`src/hw/rtl/camq_pkg.sv`:
```
// Shared types and constants of the cumulative-ack message queue.
package camq_pkg;

	localparam int OP_W    = 3;
	localparam int FROM_W  = 2;
	localparam int LEVEL_W = 5;
	localparam int COUNT_W = 5;
	localparam int LIMIT_W = 5;

	typedef enum logic [OP_W-1:0] {
		OP_ENQ   = 3'd0,
		OP_SEND  = 3'd1,
		OP_ACK   = 3'd2,
		OP_NACK  = 3'd3,
		OP_DRAIN = 3'd4,
		OP_FLUSH = 3'd5
	} op_t;

	typedef enum logic [FROM_W-1:0] {
		Q_SEND = 2'd0,
		Q_SENT = 2'd1,
		Q_DEAD = 2'd2
	} qsel_t;

	typedef enum logic [3:0] {
		ST_IDLE,
		ST_ENQ,
		ST_SEND_RD,
		ST_SEND_WR,
		ST_SRCH,
		ST_MOVE,
		ST_EMIT_START,
		ST_EMIT,
		ST_RESP
	} state_t;

endpackage

```
`src/hw/rtl/camq_ram.sv`:
```
// Generic single-write, single-read RAM with a registered read port.
module camq_ram #(
	parameter int WIDTH = 16,
	parameter int DEPTH = 16
) (
	input  logic                     clk,
	input  logic                     we,
	input  logic [$clog2(DEPTH)-1:0] waddr,
	input  logic [WIDTH-1:0]         wdata,
	input  logic [$clog2(DEPTH)-1:0] raddr,
	output logic [WIDTH-1:0]         rdata
);

	logic [WIDTH-1:0] mem [DEPTH];

	always_ff @(posedge clk) begin
		if (we) begin
			mem[waddr] <= wdata;
		end
		rdata <= mem[raddr];
	end

endmodule

```
`src/hw/rtl/cumulative_ack_message_queue_unit.sv`:
```
// Top level of the cumulative-ack message queue: three tag FIFOs under one sequencer.
//
// The block holds three FIFOs of message tags, each QUEUE_DEPTH entries deep: a send
// queue, a sent queue awaiting acknowledgment and a dead queue, each kept in its own
// RAM with a registered read port. A transaction is taken at a rising edge where start
// is high and busy is low; busy then stays high until the last result of that
// transaction has been put on the result ports. Every result is shown for exactly one
// cycle with res_stb high and must be captured then, because the receiver cannot stall
// the block; last marks the final result of a transaction, and the three level ports
// always show the queue levels after the whole transaction. Ack and nack scan the sent
// queue one entry per cycle through its single read port, and nack then moves the
// acknowledged run into the dead queue at one entry per cycle. Drain and flush read one
// tag per cycle, except that flush issues no read when it steps to the next queue. The
// longest transaction is a flush of three full queues. No reset sweep is needed: only
// pointers, levels and control flags are reset, and RAM entries are read only after
// they have been written.
module cumulative_ack_message_queue_unit #(
	parameter int QUEUE_DEPTH = 16,
	parameter int TAG_BITS    = 16
) (
	input  logic                         clk,
	input  logic                         arst_n,
	input  logic                         start,
	output logic                         busy,
	input  logic [camq_pkg::OP_W-1:0]    op,
	input  logic [TAG_BITS-1:0]          msg_tag,
	input  logic                         needs_ack,
	input  logic [camq_pkg::LIMIT_W-1:0] drain_limit,
	output logic                         res_stb,
	output logic                         valid_res,
	output logic [TAG_BITS-1:0]          out_tag,
	output logic [camq_pkg::FROM_W-1:0]  from_queue,
	output logic                         found,
	output logic [camq_pkg::COUNT_W-1:0] count,
	output logic                         overflow,
	output logic                         last,
	output logic [camq_pkg::LEVEL_W-1:0] send_level,
	output logic [camq_pkg::LEVEL_W-1:0] sent_level,
	output logic [camq_pkg::LEVEL_W-1:0] dead_level
);

	// Pointer width, level width and a spare bit for slot arithmetic.
	localparam int AW = $clog2(QUEUE_DEPTH);
	localparam int LW = $clog2(QUEUE_DEPTH + 1);
	localparam int SW = LW + 1;
	localparam logic [LW-1:0] DEPTH_L = LW'(QUEUE_DEPTH);

	// Physical slot of the entry off places behind head, wrapped once.
	function automatic logic [AW-1:0] slot(input logic [AW-1:0] head,
		input logic [LW-1:0] off);
		logic [SW-1:0] sum;
		sum = SW'(head) + SW'(off);
		if (sum >= SW'(QUEUE_DEPTH)) begin
			sum = sum - SW'(QUEUE_DEPTH);
		end
		return sum[AW-1:0];
	endfunction

	function automatic logic [AW-1:0] inc(input logic [AW-1:0] head);
		return slot(head, LW'(1));
	endfunction

	camq_pkg::state_t state_q, state_d;

	// Queue pointers, indexed by queue code.
	logic [AW-1:0] head_q [3];
	logic [AW-1:0] head_d [3];
	logic [LW-1:0] lvl_q  [3];
	logic [LW-1:0] lvl_d  [3];
	logic [LW-1:0] fin_q  [3];
	logic [LW-1:0] fin_d  [3];

	// Latched transaction.
	camq_pkg::op_t         op_q, op_d;
	logic [TAG_BITS-1:0]   tag_q, tag_d;
	logic                  need_q, need_d;
	logic [camq_pkg::LIMIT_W-1:0] limit_q, limit_d;

	// Single-result fields gathered while the sequencer runs.
	logic                  ovf_q, ovf_d;
	logic                  rvalid_q, rvalid_d;
	logic [TAG_BITS-1:0]   rtag_q, rtag_d;
	camq_pkg::qsel_t       rfrom_q, rfrom_d;
	logic                  found_q, found_d;
	logic [camq_pkg::COUNT_W-1:0] count_q, count_d;

	// Search and move bookkeeping.
	logic [LW-1:0]         idx_q, idx_d;
	logic                  cmp_vld_q, cmp_vld_d;
	logic [LW-1:0]         cmp_idx_q, cmp_idx_d;
	logic [LW-1:0]         run;
	logic [LW-1:0]         mv_cnt_q, mv_cnt_d;
	logic                  mv_vld_q, mv_vld_d;

	// Emission bookkeeping for drain and flush.
	camq_pkg::qsel_t       q_q, q_d;
	camq_pkg::qsel_t       q_next;
	logic [LW-1:0]         em_cnt_q, em_cnt_d;
	logic                  em_vld_q, em_vld_d;
	logic                  em_last_q, em_last_d;
	logic                  em_done_q, em_done_d;
	camq_pkg::qsel_t       em_from_q, em_from_d;
	logic                  is_last;
	logic [camq_pkg::LEVEL_W-1:0] drain_n;
	logic [camq_pkg::LEVEL_W-1:0] dead_ext;

	// Output registers.
	logic                  res_stb_q, res_stb_d;
	logic                  valid_res_q, valid_res_d;
	logic [TAG_BITS-1:0]   out_tag_q, out_tag_d;
	logic [camq_pkg::FROM_W-1:0]  from_queue_q, from_queue_d;
	logic                  found_o_q, found_o_d;
	logic [camq_pkg::COUNT_W-1:0] count_o_q, count_o_d;
	logic                  overflow_q, overflow_d;
	logic                  last_q, last_d;
	logic [camq_pkg::LEVEL_W-1:0] send_lvl_o_q, send_lvl_o_d;
	logic [camq_pkg::LEVEL_W-1:0] sent_lvl_o_q, sent_lvl_o_d;
	logic [camq_pkg::LEVEL_W-1:0] dead_lvl_o_q, dead_lvl_o_d;

	// RAM ports. The send queue keeps the ack-needed flag above the tag.
	logic                  s_we;
	logic [AW-1:0]         s_waddr, s_raddr;
	logic [TAG_BITS:0]     s_wdata, s_rdata;
	logic                  t_we;
	logic [AW-1:0]         t_waddr, t_raddr;
	logic [TAG_BITS-1:0]   t_wdata, t_rdata;
	logic                  d_we;
	logic [AW-1:0]         d_waddr, d_raddr;
	logic [TAG_BITS-1:0]   d_wdata, d_rdata;

	camq_ram #(.WIDTH(TAG_BITS + 1), .DEPTH(QUEUE_DEPTH)) u_send_ram (
		.clk   (clk),
		.we    (s_we),
		.waddr (s_waddr),
		.wdata (s_wdata),
		.raddr (s_raddr),
		.rdata (s_rdata)
	);

	camq_ram #(.WIDTH(TAG_BITS), .DEPTH(QUEUE_DEPTH)) u_sent_ram (
		.clk   (clk),
		.we    (t_we),
		.waddr (t_waddr),
		.wdata (t_wdata),
		.raddr (t_raddr),
		.rdata (t_rdata)
	);

	camq_ram #(.WIDTH(TAG_BITS), .DEPTH(QUEUE_DEPTH)) u_dead_ram (
		.clk   (clk),
		.we    (d_we),
		.waddr (d_waddr),
		.wdata (d_wdata),
		.raddr (d_raddr),
		.rdata (d_rdata)
	);

	// Drain emits the whole dead queue when the limit is zero or at or above its level.
	assign dead_ext = camq_pkg::LEVEL_W'(lvl_q[camq_pkg::Q_DEAD]);
	assign drain_n  = (limit_q == '0 || limit_q >= dead_ext) ? dead_ext : limit_q;

	// A hit at compare index i acknowledges i + 1 entries.
	assign run = cmp_idx_q + LW'(1);

	// Flush walks send, sent, dead in that order.
	assign q_next = (q_q == camq_pkg::Q_SEND) ? camq_pkg::Q_SENT : camq_pkg::Q_DEAD;

	// The tag being issued is the final one of the transaction when nothing is left
	// in this queue after it and, for flush, every later queue is empty.
	assign is_last = (em_cnt_q == LW'(1)) &&
		(op_q == camq_pkg::OP_DRAIN || q_q == camq_pkg::Q_DEAD ||
		 (q_q == camq_pkg::Q_SENT && lvl_q[camq_pkg::Q_DEAD] == '0) ||
		 (q_q == camq_pkg::Q_SEND && lvl_q[camq_pkg::Q_SENT] == '0 &&
		  lvl_q[camq_pkg::Q_DEAD] == '0));

	always_comb begin
		state_d   = state_q;
		head_d    = head_q;
		lvl_d     = lvl_q;
		fin_d     = fin_q;
		op_d      = op_q;
		tag_d     = tag_q;
		need_d    = need_q;
		limit_d   = limit_q;
		ovf_d     = ovf_q;
		rvalid_d  = rvalid_q;
		rtag_d    = rtag_q;
		rfrom_d   = rfrom_q;
		found_d   = found_q;
		count_d   = count_q;
		idx_d     = idx_q;
		cmp_vld_d = cmp_vld_q;
		cmp_idx_d = cmp_idx_q;
		mv_cnt_d  = mv_cnt_q;
		mv_vld_d  = mv_vld_q;
		q_d       = q_q;
		em_cnt_d  = em_cnt_q;
		em_vld_d  = em_vld_q;
		em_last_d = em_last_q;
		em_done_d = em_done_q;
		em_from_d = em_from_q;

		res_stb_d    = 1'b0;
		valid_res_d  = valid_res_q;
		out_tag_d    = out_tag_q;
		from_queue_d = from_queue_q;
		found_o_d    = found_o_q;
		count_o_d    = count_o_q;
		overflow_d   = overflow_q;
		last_d       = last_q;
		send_lvl_o_d = send_lvl_o_q;
		sent_lvl_o_d = sent_lvl_o_q;
		dead_lvl_o_d = dead_lvl_o_q;

		s_we    = 1'b0;
		s_waddr = slot(head_q[camq_pkg::Q_SEND], lvl_q[camq_pkg::Q_SEND]);
		s_wdata = {need_q, tag_q};
		s_raddr = head_q[camq_pkg::Q_SEND];
		t_we    = 1'b0;
		t_waddr = slot(head_q[camq_pkg::Q_SENT], lvl_q[camq_pkg::Q_SENT]);
		t_wdata = s_rdata[TAG_BITS-1:0];
		t_raddr = head_q[camq_pkg::Q_SENT];
		d_we    = 1'b0;
		d_waddr = slot(head_q[camq_pkg::Q_DEAD], lvl_q[camq_pkg::Q_DEAD]);
		d_wdata = t_rdata;
		d_raddr = head_q[camq_pkg::Q_DEAD];

		case (state_q)
			camq_pkg::ST_IDLE: begin
				if (start) begin
					op_d     = camq_pkg::op_t'(op);
					tag_d    = msg_tag;
					need_d   = needs_ack;
					limit_d  = drain_limit;
					ovf_d    = 1'b0;
					rvalid_d = 1'b0;
					rtag_d   = '0;
					rfrom_d  = camq_pkg::Q_SEND;
					found_d  = 1'b0;
					count_d  = '0;
					case (camq_pkg::op_t'(op))
						camq_pkg::OP_ENQ:  state_d = camq_pkg::ST_ENQ;
						camq_pkg::OP_SEND: state_d = camq_pkg::ST_SEND_RD;
						camq_pkg::OP_ACK, camq_pkg::OP_NACK: begin
							idx_d     = '0;
							cmp_vld_d = 1'b0;
							state_d   = camq_pkg::ST_SRCH;
						end
						camq_pkg::OP_DRAIN, camq_pkg::OP_FLUSH: begin
							state_d = camq_pkg::ST_EMIT_START;
						end
						default: state_d = camq_pkg::ST_RESP;
					endcase
				end
			end

			camq_pkg::ST_ENQ: begin
				if (lvl_q[camq_pkg::Q_SEND] < DEPTH_L) begin
					s_we = 1'b1;
					lvl_d[camq_pkg::Q_SEND] = lvl_q[camq_pkg::Q_SEND] + LW'(1);
				end else begin
					ovf_d = 1'b1;
				end
				state_d = camq_pkg::ST_RESP;
			end

			camq_pkg::ST_SEND_RD: begin
				if (lvl_q[camq_pkg::Q_SEND] == '0) begin
					state_d = camq_pkg::ST_RESP;
				end else begin
					state_d = camq_pkg::ST_SEND_WR;
				end
			end

			camq_pkg::ST_SEND_WR: begin
				head_d[camq_pkg::Q_SEND] = inc(head_q[camq_pkg::Q_SEND]);
				lvl_d[camq_pkg::Q_SEND]  = lvl_q[camq_pkg::Q_SEND] - LW'(1);
				rvalid_d = 1'b1;
				rtag_d   = s_rdata[TAG_BITS-1:0];
				rfrom_d  = camq_pkg::Q_SEND;
				if (s_rdata[TAG_BITS]) begin
					if (lvl_q[camq_pkg::Q_SENT] < DEPTH_L) begin
						t_we = 1'b1;
						lvl_d[camq_pkg::Q_SENT] = lvl_q[camq_pkg::Q_SENT] + LW'(1);
					end else begin
						ovf_d = 1'b1;
					end
				end
				state_d = camq_pkg::ST_RESP;
			end

			camq_pkg::ST_SRCH: begin
				// One read is issued per cycle; the entry read last cycle is compared now.
				if (cmp_vld_q && t_rdata == tag_q) begin
					found_d = 1'b1;
					count_d = camq_pkg::COUNT_W'(run);
					if (op_q == camq_pkg::OP_ACK) begin
						head_d[camq_pkg::Q_SENT] = slot(head_q[camq_pkg::Q_SENT], run);
						lvl_d[camq_pkg::Q_SENT]  = lvl_q[camq_pkg::Q_SENT] - run;
						state_d = camq_pkg::ST_RESP;
					end else begin
						mv_cnt_d = run;
						mv_vld_d = 1'b0;
						state_d  = camq_pkg::ST_MOVE;
					end
				end else if (idx_q < lvl_q[camq_pkg::Q_SENT]) begin
					t_raddr   = slot(head_q[camq_pkg::Q_SENT], idx_q);
					cmp_vld_d = 1'b1;
					cmp_idx_d = idx_q;
					idx_d     = idx_q + LW'(1);
				end else begin
					state_d = camq_pkg::ST_RESP;
				end
			end

			camq_pkg::ST_MOVE: begin
				// Pop the sent head while the entry popped last cycle lands in the dead queue.
				if (mv_vld_q) begin
					if (lvl_q[camq_pkg::Q_DEAD] < DEPTH_L) begin
						d_we = 1'b1;
						lvl_d[camq_pkg::Q_DEAD] = lvl_q[camq_pkg::Q_DEAD] + LW'(1);
					end else begin
						ovf_d = 1'b1;
					end
				end
				if (mv_cnt_q != '0) begin
					head_d[camq_pkg::Q_SENT] = inc(head_q[camq_pkg::Q_SENT]);
					lvl_d[camq_pkg::Q_SENT]  = lvl_q[camq_pkg::Q_SENT] - LW'(1);
					mv_cnt_d = mv_cnt_q - LW'(1);
					mv_vld_d = 1'b1;
				end else begin
					mv_vld_d = 1'b0;
					if (!mv_vld_q) begin
						state_d = camq_pkg::ST_RESP;
					end
				end
			end

			camq_pkg::ST_EMIT_START: begin
				em_vld_d  = 1'b0;
				em_done_d = 1'b0;
				if (op_q == camq_pkg::OP_DRAIN) begin
					fin_d[camq_pkg::Q_SEND] = lvl_q[camq_pkg::Q_SEND];
					fin_d[camq_pkg::Q_SENT] = lvl_q[camq_pkg::Q_SENT];
					fin_d[camq_pkg::Q_DEAD] = lvl_q[camq_pkg::Q_DEAD] - LW'(drain_n);
					q_d      = camq_pkg::Q_DEAD;
					em_cnt_d = LW'(drain_n);
					state_d  = (drain_n == '0) ? camq_pkg::ST_RESP : camq_pkg::ST_EMIT;
				end else begin
					fin_d[camq_pkg::Q_SEND] = '0;
					fin_d[camq_pkg::Q_SENT] = '0;
					fin_d[camq_pkg::Q_DEAD] = '0;
					q_d      = camq_pkg::Q_SEND;
					em_cnt_d = lvl_q[camq_pkg::Q_SEND];
					if (lvl_q[camq_pkg::Q_SEND] == '0 && lvl_q[camq_pkg::Q_SENT] == '0 &&
						lvl_q[camq_pkg::Q_DEAD] == '0) begin
						state_d = camq_pkg::ST_RESP;
					end else begin
						state_d = camq_pkg::ST_EMIT;
					end
				end
			end

			camq_pkg::ST_EMIT: begin
				if (em_vld_q) begin
					res_stb_d   = 1'b1;
					valid_res_d = 1'b1;
					case (em_from_q)
						camq_pkg::Q_SEND: out_tag_d = s_rdata[TAG_BITS-1:0];
						camq_pkg::Q_SENT: out_tag_d = t_rdata;
						default:          out_tag_d = d_rdata;
					endcase
					from_queue_d = em_from_q;
					found_o_d    = 1'b0;
					count_o_d    = '0;
					overflow_d   = 1'b0;
					last_d       = em_last_q;
					send_lvl_o_d = camq_pkg::LEVEL_W'(fin_q[camq_pkg::Q_SEND]);
					sent_lvl_o_d = camq_pkg::LEVEL_W'(fin_q[camq_pkg::Q_SENT]);
					dead_lvl_o_d = camq_pkg::LEVEL_W'(fin_q[camq_pkg::Q_DEAD]);
					if (em_last_q) begin
						state_d = camq_pkg::ST_IDLE;
					end
				end
				if (em_done_q) begin
					em_vld_d = 1'b0;
				end else if (em_cnt_q != '0) begin
					case (q_q)
						camq_pkg::Q_SEND: s_raddr = head_q[camq_pkg::Q_SEND];
						camq_pkg::Q_SENT: t_raddr = head_q[camq_pkg::Q_SENT];
						default:          d_raddr = head_q[camq_pkg::Q_DEAD];
					endcase
					head_d[q_q] = inc(head_q[q_q]);
					lvl_d[q_q]  = lvl_q[q_q] - LW'(1);
					em_cnt_d    = em_cnt_q - LW'(1);
					em_vld_d    = 1'b1;
					em_from_d   = q_q;
					em_last_d   = is_last;
					em_done_d   = is_last;
				end else begin
					em_vld_d = 1'b0;
					q_d      = q_next;
					em_cnt_d = lvl_q[q_next];
				end
			end

			camq_pkg::ST_RESP: begin
				res_stb_d    = 1'b1;
				valid_res_d  = rvalid_q;
				out_tag_d    = rtag_q;
				from_queue_d = rfrom_q;
				found_o_d    = found_q;
				count_o_d    = count_q;
				overflow_d   = ovf_q;
				last_d       = 1'b1;
				send_lvl_o_d = camq_pkg::LEVEL_W'(lvl_q[camq_pkg::Q_SEND]);
				sent_lvl_o_d = camq_pkg::LEVEL_W'(lvl_q[camq_pkg::Q_SENT]);
				dead_lvl_o_d = camq_pkg::LEVEL_W'(lvl_q[camq_pkg::Q_DEAD]);
				state_d      = camq_pkg::ST_IDLE;
			end

			default: state_d = camq_pkg::ST_IDLE;
		endcase
	end

	always_ff @(posedge clk or negedge arst_n) begin
		if (!arst_n) begin
			state_q <= camq_pkg::ST_IDLE;
		end else begin
			state_q <= state_d;
		end
	end

	// Control state: pointers, levels and the sequencer's valid flags.
	always_ff @(posedge clk or negedge arst_n) begin
		if (!arst_n) begin
			for (int i = 0; i < 3; i++) begin
				head_q[i] <= '0;
				lvl_q[i]  <= '0;
			end
			cmp_vld_q <= 1'b0;
			mv_vld_q  <= 1'b0;
			em_vld_q  <= 1'b0;
			em_done_q <= 1'b0;
			res_stb_q <= 1'b0;
		end else begin
			head_q    <= head_d;
			lvl_q     <= lvl_d;
			cmp_vld_q <= cmp_vld_d;
			mv_vld_q  <= mv_vld_d;
			em_vld_q  <= em_vld_d;
			em_done_q <= em_done_d;
			res_stb_q <= res_stb_d;
		end
	end

	// Payload and counters that are always loaded before use.
	always_ff @(posedge clk) begin
		fin_q        <= fin_d;
		op_q         <= op_d;
		tag_q        <= tag_d;
		need_q       <= need_d;
		limit_q      <= limit_d;
		ovf_q        <= ovf_d;
		rvalid_q     <= rvalid_d;
		rtag_q       <= rtag_d;
		rfrom_q      <= rfrom_d;
		found_q      <= found_d;
		count_q      <= count_d;
		idx_q        <= idx_d;
		cmp_idx_q    <= cmp_idx_d;
		mv_cnt_q     <= mv_cnt_d;
		q_q          <= q_d;
		em_cnt_q     <= em_cnt_d;
		em_last_q    <= em_last_d;
		em_from_q    <= em_from_d;
		valid_res_q  <= valid_res_d;
		out_tag_q    <= out_tag_d;
		from_queue_q <= from_queue_d;
		found_o_q    <= found_o_d;
		count_o_q    <= count_o_d;
		overflow_q   <= overflow_d;
		last_q       <= last_d;
		send_lvl_o_q <= send_lvl_o_d;
		sent_lvl_o_q <= sent_lvl_o_d;
		dead_lvl_o_q <= dead_lvl_o_d;
	end

	assign busy       = (state_q != camq_pkg::ST_IDLE);
	assign res_stb    = res_stb_q;
	assign valid_res  = valid_res_q;
	assign out_tag    = out_tag_q;
	assign from_queue = from_queue_q;
	assign found      = found_o_q;
	assign count      = count_o_q;
	assign overflow   = overflow_q;
	assign last       = last_q;
	assign send_level = send_lvl_o_q;
	assign sent_level = sent_lvl_o_q;
	assign dead_level = dead_lvl_o_q;

endmodule

```
`config.mk`:
```
export PLATFORM = sky130hd
export DESIGN_NAME = cumulative_ack_message_queue_unit
export DESIGN_NICKNAME = d
export VERILOG_FILES = /design/src/hw/rtl/camq_pkg.sv /design/src/hw/rtl/camq_ram.sv /design/src/hw/rtl/cumulative_ack_message_queue_unit.sv
export SDC_FILE = /design/constraint.sdc
export NUM_CORES = 1
export LEC_CHECK = 0
export ABC_CLOCK_PERIOD_IN_PS = 3340
export BUFFER_PORTS_ARGS = -buffer_cell sky130_fd_sc_hd__buf_2
export CAP_MARGIN = 20
export CORE_ASPECT_RATIO = 1.5
export CORE_MARGIN = 2
export CORE_UTILIZATION = 50
export CTS_CLUSTER_SIZE = 20
export DETAILED_ROUTE_END_ITERATION = 8
export PLACE_DENSITY_LB_ADDON = 0.1
export SETUP_SLACK_MARGIN = 0.05
export SYNTH_ARGS = -nofsm -noshare
export SYNTH_HDL_FRONTEND = slang
export SYNTH_SLANG_ARGS = --single-unit
```
`constraint.sdc`:
```
create_clock -name clk -period 3.34 [get_ports clk]
set_input_delay 0.668 -clock clk [delete_from_list [all_inputs] [get_ports clk]]
set_output_delay 0.668 -clock clk [all_outputs]
set_load 0.01 [all_outputs]
```
# Word-level counts from Yosys, hierarchy flattened
# Memory sizes are Yosys's and may differ from the RTL's. A register that Yosys moved wholly into a read port is not among the register bits.
# Cells that the tools add are included.
classes:
  add_sub_neg: 28
  magnitude_cmp: 16
  n_eq_ne: 44
  n_mux: 150
  n_bitwise: 4
  reduce_logical: 56
op_table:
  columns: ["op", "count"]
  rows:
  - ["$mux W5", 30]
  - ["$mux W4", 32]
  - ["$pmux W16 S2", 3]
  - ["$pmux W5 S2", 9]
  - ["$ne A2 B2 Y1 const B", 21]
  - ["$mux W1", 36]
  - ["$mux W16", 2]
  - ["$sub A4 B1 Y4 const B", 8]
  - ["$add A4 B5 Y6", 5]
  - ["$ge A6 B5 Y1 const B", 5]
  - ["$mux W15", 2]
  - ["$pmux W4 S7", 1]
  - ["$add A5 B1 Y5 const B", 5]
  - ["$logic_not A5 Y1", 5]
  - ["$sub A5 B1 Y5 const B", 5]
  - ["$mux W12", 2]
  - ["$pmux W1 S2", 11]
  - ["$bmux W5 S2", 2]
  - ["$pmux W5 S4", 1]
  - ["$reduce_and A3 Y1", 6]
  - ["$eq A16 B16 Y1", 1]
  - ["$eq A4 B3 Y1 const B", 4]
  - ["$pmux W4 S4", 1]
  - ["$add A4 B1 Y5 const B", 3]
  - ["47 further kinds", 98]
word_totals:
  ff_bits: 169
  ram_bits: 784
  in_bits: 28
  output_inout_bits: 44
  wordCells: 343
  mem_count: 3
mem_list:
  columns: ["memory", "depth", "width", "read_ports", "rd_ports_with_merged_regs", "write_ports", "line", "rtl"]
  rows:
  - ["u_send_ram.mem", 16, 17, 1, 1, 1, "camq_ram.sv:14", "logic [WIDTH-1:0] mem [DEPTH];"]
  - ["u_dead_ram.mem", 16, 16, 1, 1, 1, "camq_ram.sv:14", null]
  - ["u_sent_ram.mem", 16, 16, 1, 1, 1, "camq_ram.sv:14", null]

# Depth between registers and ports, before layout
depth:
  depth_word: 14
  mapped_depth: 16
  depth_no_buf: 15

# By module
# From an unflattened synthesis, not the netlist that was laid out.
hier_totals:
  hier_cells: 2173
  hier_area_um2: 40191.0
by_module_without_submodules:
  columns: ["module", "instances", "cells_each", "area_each_um2", "seq_area_each_um2"]
  rows:
  - ["camq_ram at u_dead_ram ...", 2, 432, 10042.1, 8007.7]
  - ["camq_ram at u_send_ram", 1, 458, 10637.7, 8508.2]
  - ["cumulative_ack_message_queue_unit", 1, 851, 9469.1, 4834.6]

# Worst setup path after synthesis
# Ideal clock, no wire load.
synth_timing:
  kind: "reg2reg"
  from: "reg lvl_q, in the netlist dead_ext[1]"
  to: "reg fin_q[4] (netlist name), data pin"
  setup_ps: 263
  arrival_ps: 3337
  required_ps: 3077
  setup_slack_ps: -260
  stages_incl_launch_ff: 17
  path_buffers: 2
  period_less_slack_ps: 3600
  cell_sequence: "dfrtp_1 clkbuf_1 inv_1 ha_1 a21o_1 a21o_1 a21o_1 a221o_1 clkbuf_1 mux2i_1 ha_1 inv_1 fa_1 a21o_1 a21oi_1 or3_1 a21oi_1"
synth_between:
  elab_chain_cells: 4
synth_rtl:
  columns: ["item", "line", "rtl"]
  rows:
  - ["start: declaration", "cumulative_ack_message_queue_unit.sv:68", "logic [LW-1:0] lvl_q [3];"]
  - ["start signal: assignment", "cumulative_ack_message_queue_unit.sv:448", "lvl_q <= lvl_d;"]
  - ["$ge A5 B5 Y1", "cumulative_ack_message_queue_unit.sv:160", "assign drain_n = (limit_q == '0 || limit_q >= dead_ext) ? dead_ext : limit_q;"]
  - ["$logic_or A1 B1 Y1", "cumulative_ack_message_queue_unit.sv:160", null]
  - ["$mux W5", "cumulative_ack_message_queue_unit.sv:160", null]
  - ["$sub A5 B5 Y5 (*)", "cumulative_ack_message_queue_unit.sv:345", "fin_d[camq_pkg::Q_DEAD] = lvl_q[camq_pkg::Q_DEAD] - LW'(drain_n);"]
  - ["end signal: assignment", "cumulative_ack_message_queue_unit.sv:459", "fin_q <= fin_d;"]
  - ["end: declaration", "cumulative_ack_message_queue_unit.sv:70", "logic [LW-1:0] fin_q [3];"]
# Every way passes the cells marked *; elsewhere a longest branch is shown, timed or not.
# A chain may end at the register's enable or synchronous reset.

# Worst setup path in the final report
layout_timing:
  from: "reg tag_q[6]"
  to: "reg u_sent_ram.rdata[14], read port of u_sent_ram.mem"
layout_between:
  elab_chain_cells: 4
layout_rtl:
  columns: ["item", "line", "rtl"]
  rows:
  - ["start: declaration", "cumulative_ack_message_queue_unit.sv:75", "logic [TAG_BITS-1:0] tag_q, tag_d;"]
  - ["start signal: assignment", "cumulative_ack_message_queue_unit.sv:461", "tag_q <= tag_d;"]
  - ["$eq A16 B16 Y1", "cumulative_ack_message_queue_unit.sv:294", "if (cmp_vld_q && t_rdata == tag_q) begin"]
  - ["$logic_and A1 B1 Y1", "cumulative_ack_message_queue_unit.sv:294", null]
  - ["$mux W4", "cumulative_ack_message_queue_unit.sv:294", null]
  - ["$mux W4", null, null]
  - ["end: declaration", "camq_ram.sv:11", "output logic [WIDTH-1:0] rdata"]
# No other way between the ends.

==> run_results.csv <==
group,metric,value,unit
die,initial_core_util,50.4,%
global_route,antenna_found_initial,1,
die,die_w,235,um
critical_path,critPathLaunchType,"flip-flop",
clocking,clk_pin_slew,0.07,ns
drt,drc,0,
power_and_ir_drop,leakage,16.2,nW
finish,drive_above_1_share,27.1,%
logic_synthesis,yosys.cell_count.top_type,"edfxtp_1",
global_route,grt_max_degree,74,
critical_path,worstSetupEndpointType,"flip-flop",
die,num_rows,127,
timing,rsz0062_at_grt,"true",
logic_synthesis,netlist-cell-type-count,69,
logic_synthesis,synth_cells,2235,
outcome,status,"finished, final reports clean",
global_route,track_usage,23.9,%
logic_synthesis,post_synth_and_or_nand_nor_area_fraction,4.28,%
finish,fillCellCount,5944,
logic_synthesis,synthMuxAreaShare,13.7,%
logic_synthesis,ys_ff_latch,1000,
clocking,cts_tree,"built",
timing,worstMarginPinSlew,1.15,ns
clocking,cts-buffers-inserted,93,
clocking,clk_path_buf_depth,3,
logic_synthesis,ys.warnings.count,0,
die,design.die.area,0.0827,mm2
drt,dr.pass1.iters,5,
drt,wl_per_cell,27.2,um
clocking,ctsHoldBuffers,0,
drt,via_per_inst,5.87,
place,place_area,0.0434,mm2
clocking,cts_num_sinks,1000,
critical_path,required,3.86,ns
timing,timing.final.crit_period,3.23,ns
die,die_h,351,um
power_and_ir_drop,vdd_drop_max,0.000645,V
global_route,grt_pass1_vias,22000,
drt,vias,21300,
die,ios,72,
logic_synthesis,synth-seq-area-share,73.1,%
logic_synthesis,synth-adder-area-share,1.89,%
critical_path,crit_type,"reg2reg",
die,core,0.0798,mm2
clocking,worstSkewPairLatency,0.66,ns
timing,finalSetupViolations,0,
logic_synthesis,synth_edf_count,915,
clocking,htree_num_levels,3,
logic_synthesis,synth_top_family_by_area,"multiplexers",
logic_synthesis,synth_area,0.0402,mm2
logic_synthesis,synth_top_area_cell,"edfxtp_1",
logic_synthesis,yosysTopAreaCellShare,68.4,%
global_route,grt_pass1_wl,144000,um
timing,drv_slew,0,
timing,max_clock_freq,0.310,GHz
logic_synthesis,syn_nets,2319,
critical_path,crit_arrival,3.75,ns
flow_run,cap_violations,0,
critical_path,crit_fanout,9,
place,dp_hpwl,62700,um
drt,ant_nets,0,
timing,fin_crit_sh,96.6,%
hold_path,hold_path_class,"in2async",
drt,drt_wl_total,98700,um
logic_synthesis,synth_commonest_cells,"edfxtp_1, mux4_2, mux2i_1",
logic_synthesis,syn_avg_cell_area,18.0,um2
clocking,cts_root_buf,"clkbuf_16",
place,gp_congestion,0.874,
timing,fin_skew,0.0306,ns
finish,fin_area,0.0468,mm2
logic_synthesis,async_flop_share,3.60,%
power_and_ir_drop,p_per_area,853,mW/mm2
finish,nets,2597,
logic_synthesis,synth-compound-area-share,4.19,%
timing,fin_setup_tns,0,ns
logic_synthesis,yosys.area_share.xor_xnor,1.40,%
finish,syn_to_final_growth,16.5,%
finish,antenna_cells,0,
finish,final_util,58.7,%
logic_synthesis,synth-main-ff-cell,"edfxtp_1",
timing,hold_viol,0,
drt,drt_iter0_markers,1741,
timing,slew_headroom,23.2,%
logic_synthesis,synthTopCellsByArea,"edfxtp_1, mux4_2, mux2i_1, dfxtp_1, dfrtp_1",
global_route,grt_overflow,0,
place,io_buffer_count,71,
==> kinds of logic (layout without fill, tap and decap cells) <==
group	Yosys count	count (layout)
DFF	1000	1000
AOI/OAI and AO/OA	264	264
and+or+nand+nor	361	361
muxes	342	342
adders and majority gates	56	56
xor gates and xnor gates	64	64
buffers and inverters	148	504
==> power breakdown <==
group	total [mW]	switching, mW	leakage, nW	internal, mW
registers	16.8	1.05	9.15	15.7
logic	12.6	6.93	5.57	5.70
clock network	10.6	4.57	1.48	5.99
total	40.0	12.6	16.2	27.4
==> layout by cell type, fill, tap and decap left out, drive strengths merged, types with 16 or more instances in the layout <==
master and n:
mux2i 159, mux2 18, clkinv 33, o21ai 60, nand2 95, buf 288, dfrtp 36, edfxtp 915
or4 19, clkbuf 131, and2 30, inv 41, o22ai 71, xnor2 39, a21o 21, dfxtp 49
mux4 165, ha 48, a21oi 59, xor2 25, nor2 136, nor3 16
==> sequential cells by signal, indices dropped and copies added (netlist names), 10 cells and up <==
signal            cells
u_send_ram.mem      272
u_dead_ram.mem      256
u_sent_ram.mem      256
u_send_ram.rdata     17
out_tag              16
rtag_q               16
tag_q                16
u_dead_ram.rdata     16
u_sent_ram.rdata     16
fin_q                15
head_q               12
lvl_q                10
==> path summary, 6_finish.rpt <==
path                       depth (start not counted)  slack [ns]                from                      endpoint
max                                               12        0.11  tag_q[6]$_DFFE_PP_  u_sent_ram.rdata[14]$_DFF_P_
max reg2reg                                       12        0.11  tag_q[6]$_DFFE_PP_  u_sent_ram.rdata[14]$_DFF_P_
max in group asynchronous                          1        2.47              arst_n         head_q[0]$_DFFE_PN0P_
min in group clk                                   1        0.19          msg_tag[4]            tag_q[4]$_DFFE_PP_
min reg2reg                                        1        0.50  rvalid_q$_DFFE_PP_       valid_res$_SDFFCE_PN1P_
min                                                1        0.16              arst_n             res_stb$_DFF_PN0_
==> timing repair <==
| action | 4_1_cts | 5_1_grt |
|---|---|---|
| gates resized for setup | 5 | 13 |
| endpoints found under the setup margin | 19 | 18 |
| pin swaps | 1 | 7 |
| cloned | 0 | 4 |
| setup buffers | 0 | 27 |
==> metal layers <==
layer,vias to the layer above,track usage [%],routed length [um]
li1,9426,-,-
met1,11100,29.3,38600
met2,580,43.5,52400
met3,172,3.04,4220
met4,0,9.02,3510
met5,-,0,0
==> through the flow <==
stage / setup WS (ns) / power, mW / hold WS [ns] / instances
final: 0.112 / 40.0 / 0.157 / 3623
after global routing: -0.00261 / 41.7 / 0.168 / 3623
after CTS: 0.0533 / 39.5 / 0.154 / 3592
after detailed placement: -0.224 / 28.9 / 0.496 / 3419
after global placement: -0.205 / 28.6 / 0.483 / 3419
after floorplan: 0.0621 / 24.0 / 0.372 / 2235
==> layout make-up <==
cell class,instances,area [um2],area share (%)
clock buffer,127,2590,5.53
clock inverter,46,448,0.957
inverter,39,149,0.318
multi-input combinational,1087,10500,22.3
sequential,1000,29400,62.7
tap,1032,1290,2.76
timing repair buffer,292,2520,5.38
==> critical path, stage by stage, from the launching register on <==
cell,delay (ns)
edfxtp_1,0.52
xor2_2,0.22
nor4_4,0.37
buf_4,0.18
and3_4,0.20
a21oi_4,0.07
mux2i_4,0.20
buf_12,0.17
buf_12,0.16
buf_12,0.15
mux2i_1,0.21
o22ai_1,0.11
or4_1,0.54
Note: power is estimated with default switching activity, not from simulation.
